$ cat src/heightmap_bilinear_sampler_assert.svh
// ----------------------------------------------------------------------------
// heightmap_bilinear_sampler_assert.svh
// Assertion macros shared by the heightmap sampler RTL.
// ----------------------------------------------------------------------------
`ifndef HEIGHTMAP_BILINEAR_SAMPLER_ASSERT_SVH
`define HEIGHTMAP_BILINEAR_SAMPLER_ASSERT_SVH

// same-cycle implication
`define HBS_ASSERT_NOW(lbl, ck, rn, ante, cons, msg) \
	lbl: assert property (@(posedge ck) disable iff (!rn) (ante) |-> (cons)) else $error(msg);

// next-cycle implication
`define HBS_ASSERT_NEXT(lbl, ck, rn, ante, cons, msg) \
	lbl: assert property (@(posedge ck) disable iff (!rn) (ante) |=> (cons)) else $error(msg);

`endif

$ cat src/hbs_pkg.sv
// ----------------------------------------------------------------------------
// hbs_pkg
// Types and constants for the heightmap bilinear sampler.
// ----------------------------------------------------------------------------
package hbs_pkg;

	localparam int H_W     = 16;
	localparam int POS_W   = 24;
	localparam int INV_W   = 24;
	localparam int FC_W    = 6;
	localparam int MUL_W   = 25;
	localparam int PROD_W  = 2 * MUL_W;

	localparam logic [FC_W-1:0]  FC_RESET  = 6'd63;
	localparam logic [INV_W-1:0] INV_RESET = 24'd65536;

	localparam logic CMD_WRITE = 1'b0;
	localparam logic CMD_QUERY = 1'b1;

	localparam logic REG_FIELD_COUNT = 1'b0;
	localparam logic REG_INV_WIDTH   = 1'b1;

	typedef enum logic [3:0] {
		ST_IDLE,
		ST_MULX,
		ST_MULZ,
		ST_CHECK,
		ST_IDX,
		ST_RD0,
		ST_RD1,
		ST_RD2,
		ST_RD3,
		ST_LRP0,
		ST_LRP1,
		ST_LRP2,
		ST_LRP3,
		ST_FIN,
		ST_OUT
	} state_t;

	typedef struct packed {
		logic signed [MUL_W-1:0] a;
		logic signed [MUL_W-1:0] b;
	} mul_req_t;

endpackage

$ cat src/hbs_mul.sv
// ----------------------------------------------------------------------------
// hbs_mul
// Shared signed 25x25 multiplier with a registered product.
// ----------------------------------------------------------------------------
module hbs_mul
	import hbs_pkg::*;
(
	input  logic                     clk,
	input  mul_req_t                 req,
	output logic signed [PROD_W-1:0] prod
);

	logic signed [PROD_W-1:0] prod_q;

	always_ff @(posedge clk) begin
		prod_q <= req.a * req.b;
	end

	assign prod = prod_q;

endmodule

$ cat config.mk
export PLATFORM = sky130hd
export DESIGN_NAME = hbs_mul
export DESIGN_NICKNAME = d
export VERILOG_FILES = /design/src/heightmap_bilinear_sampler_assert.svh /design/src/hbs_pkg.sv /design/src/hbs_mul.sv
export SDC_FILE = /design/constraint.sdc
export NUM_CORES = 2
export LEC_CHECK = 0
export ABC_AREA = 1
export BUFFER_PORTS_ARGS = -buffer_cell sky130_fd_sc_hd__buf_4
export CAP_MARGIN = 20
export CORE_MARGIN = 1
export CORE_UTILIZATION = 55
export DETAILED_ROUTE_END_ITERATION = 12
export MAX_ROUTING_LAYER = met4
export PLACE_DENSITY_LB_ADDON = 0.15
export SLEW_MARGIN = 20
export SYNTH_ARGS = -nofsm -noshare
export SYNTH_HDL_FRONTEND = slang
export SYNTH_SLANG_ARGS = --single-unit
$ cat constraint.sdc
create_clock -name clk -period 6.22 [get_ports clk]
set_input_delay 0.311 -clock clk [delete_from_list [all_inputs] [get_ports clk]]
set_output_delay 0.311 -clock clk [all_outputs]
set_load 0.01 [all_outputs]
==> out/qor.csv <==
metric;value;unit
final WL;70600;µm
Starting DRT DRC Count;1249;
crit path buf inv count;8;
CTS buffer count;5;
area leader, netlist;fa_1;
nets;4437;
Via density;4.958;
P&R area growth vs syn;8.555;%
cell area after synthesis;26400;µm²
M3 GR Usage;2.284;%
Placed Cells;4183;
Die W;221.1;µm
num rows;79;
post-route clock period utilization;96.50;%
Final GP Congestion;0.9583;
port buffer count;100;
final setup margin;0.2176;ns
number of clock sinks;50;
Final Non-Filler Cells;4196;
family with the most delay on the worst path;adder cells;
Worst path slowest cell;fa_2;
CTS Buffer Depth;2;
final hold vios;0;
Slew @ Worst Pin;0.4125;ns
Crit path largest cell delay;0.61;ns
grt total ovfl;0;
grt met1 use;39.87;%
die height;221.1;µm
crit path from;req[49];
register area;1001;µm²
busiest grt layer;met2;
Final setup violation count;0;
Warnings, synthesis;0;
Critical Path Most Common Cell;fa_1;
post-synthesis cell type count;28;
multi-input logic area;20380;µm²
max reg flops;50;
syn_area_per_cell;7.564;µm²
GRT Resource Usage Total;31.99;%
Starting Density;56.23;%
register clock-pin slew on the reported worst setup and hold paths;0.07;ns
hold path start;req[0];
CTS tree;yes;
full die area;48880;µm²
CP Data Arrival Time;6.18;ns
worst min path class;in -> reg;
core area;46950;µm²
DR pass1 iterations;5;
post-synthesis sequential area ratio;3.792;%
Wirelength per Cell;16.83;µm
DRT antenna net count;0;
critical path class;in -> reg;
hold-fix buffers at CTS;0;
# H-tree levels;2;
Syn Inst Count;3490;
achievable frequency;166.6;MHz
relative slew slack;72.42;%
status;complete, no violations;
ratio of cells with drive above 1 in the final layout;9.142;%
Synth Net Count;4340;
first-pass GRT wire length;118700;µm
Top Ports;101;
Data required, critical path;6.40;ns
CP cell instances;buf_4 -> nand2_1 -> inv_1 -> fa_2 -> inv_1 -> fa_2 -> buf_4 -> buf_4 -> fa_1 -> inv_1 -> fa_1 -> fa_1 -> fa_1 -> fa_1 -> ha_1 -> buf_4 -> nand2_2 -> inv_1 -> a21oi_1 -> nand2_1 -> nor2_1 -> nand3_1 -> nand2_1 -> nand2_1;
Fillers;4302;
Max-cap violations;0;
post-synth top area share;49.90;%
WP depth;24;
vias in the first global route;23100;
initial antenna violation count;1;
ranking of synthesized cells by area;fa_1, inv_1, nand2_1;
Max FO, Critical Path;9;
via count;20800;
clk root buf;clkbuf_16;
grt met2 use;56.24;%
largest net degree at the start of global routing;26;
HPWL Detailed;63010;µm
Hold Crit Depth;4;
endpoint class of the critical path;register;
hold endpoint;prod[0]$_DFF_P_;
Worst Setup Start Kind;primary input;
unrepaired setup endpoints after global routing;yes;
Final Max Slew Viols;0;
DRC Markers;0;
Post-Place Worst Slack;-0.2066;ns
FF+latch count, synth;50;
minimum clock period;6.002;ns
==> synthesized netlist by cell type <==
cell type / count
buf_1: 1
nor3_1: 7
ha_1: 141
o21ai_1: 1
xnor2_1: 11
xor2_1: 20
nand3_1: 41
nor2_1: 86
nand2_1: 995
nand3_2: 4
fa_1: 658
nor3_2: 8
a21oi_1: 44
nand3b_1: 3
and2_1: 1
o21ai_0: 9
dfxtp_1: 50
nor2_4: 3
o211ai_2: 1
nor2_2: 16
inv_1: 1190
a21o_1: 2
o21bai_1: 6
nand4_1: 16
or2_2: 7
clkbuf_1: 148
nand2_2: 7
inv_2: 14
==> final cells by class <==
cell class | count | area share [%]
multi-input combinational | 2087 | 71.12
inverter | 1204 | 15.77
timing repair buffer | 239 | 6.436
sequential | 50 | 3.493
tap | 607 | 2.650
clock buffer | 5 | 0.4366
clock inverter | 3 | 0.08295
antenna | 1 | 0.008732
==> cell families (layout without fill, tap and decap cells) <==
kind of cell    after synthesis  in the layout  synth area share, %
compound gates               63             63                1.299
xor+xnor                     31             31                1.028
fa+ha+maj                   799            799                56.58
buf+inv                    1353           1451                19.24
flops                        50             50                3.792
other cells                   0              1                    0
simple gates               1194           1194                18.06
==> how the worst max path moves through the flow <==
stage | end | slack (ns)
2_1_floorplan | prod[48]$_DFF_P_ | 0.001
3_3_place_gp | prod[44]$_DFF_P_ | -0.21
3_5_place_dp | prod[44]$_DFF_P_ | -0.21
4_1_cts | prod[44]$_DFF_P_ | 0.1
5_1_grt | prod[45]$_DFF_P_ | -0.01
6_report | prod[39]$_DFF_P_ | 0.22
==> per-layer routing <==
layer / vias up / routed length (µm)
met5: - / 0
met2: 605 / 36210
met3: 121 / 3530
li1: 9639 / -
met1: 10440 / 28600
met4: 0 / 2254
==> metrics by stage <==
step	TNS (ns)	hold slack (ns)	area, µm²	utilization (%)
after floorplan	0	0.5915	26420	-
after global placement	-0.8255	0.7031	28430	60.55
after detailed placement	-1.307	0.7035	28430	60.55
after CTS	0	0.5329	28580	60.87
after global routing	-0.02205	0.5460	28660	61.04
final	0	0.5365	28660	61.04
==> cell usage in the layout (no fill, tap or decap), types with 6 or more instances in the layout <==
master / count
inv_1: 1189
nand2_1: 992
fa_1: 654
buf_4: 235
ha_1: 138
nor2_1: 80
dfxtp_1: 50
a21oi_1: 42
nand3_1: 41
nor2_2: 21
xor2_1: 20
nand4_1: 16
inv_2: 15
xnor2_1: 11
nand2_2: 10
nor3_2: 10
o21ai_0: 9
or2_2: 7
o21bai_1: 6
==> what timing repair did <==
action,CTS,global route
setup endpoints to repair,0,12
buffers inserted,0,4
gates resized for setup,0,15
Power is left out: the tool's default activity adds up to more than one toggle a clock period on the data nets, which glitch-free logic cannot reach.
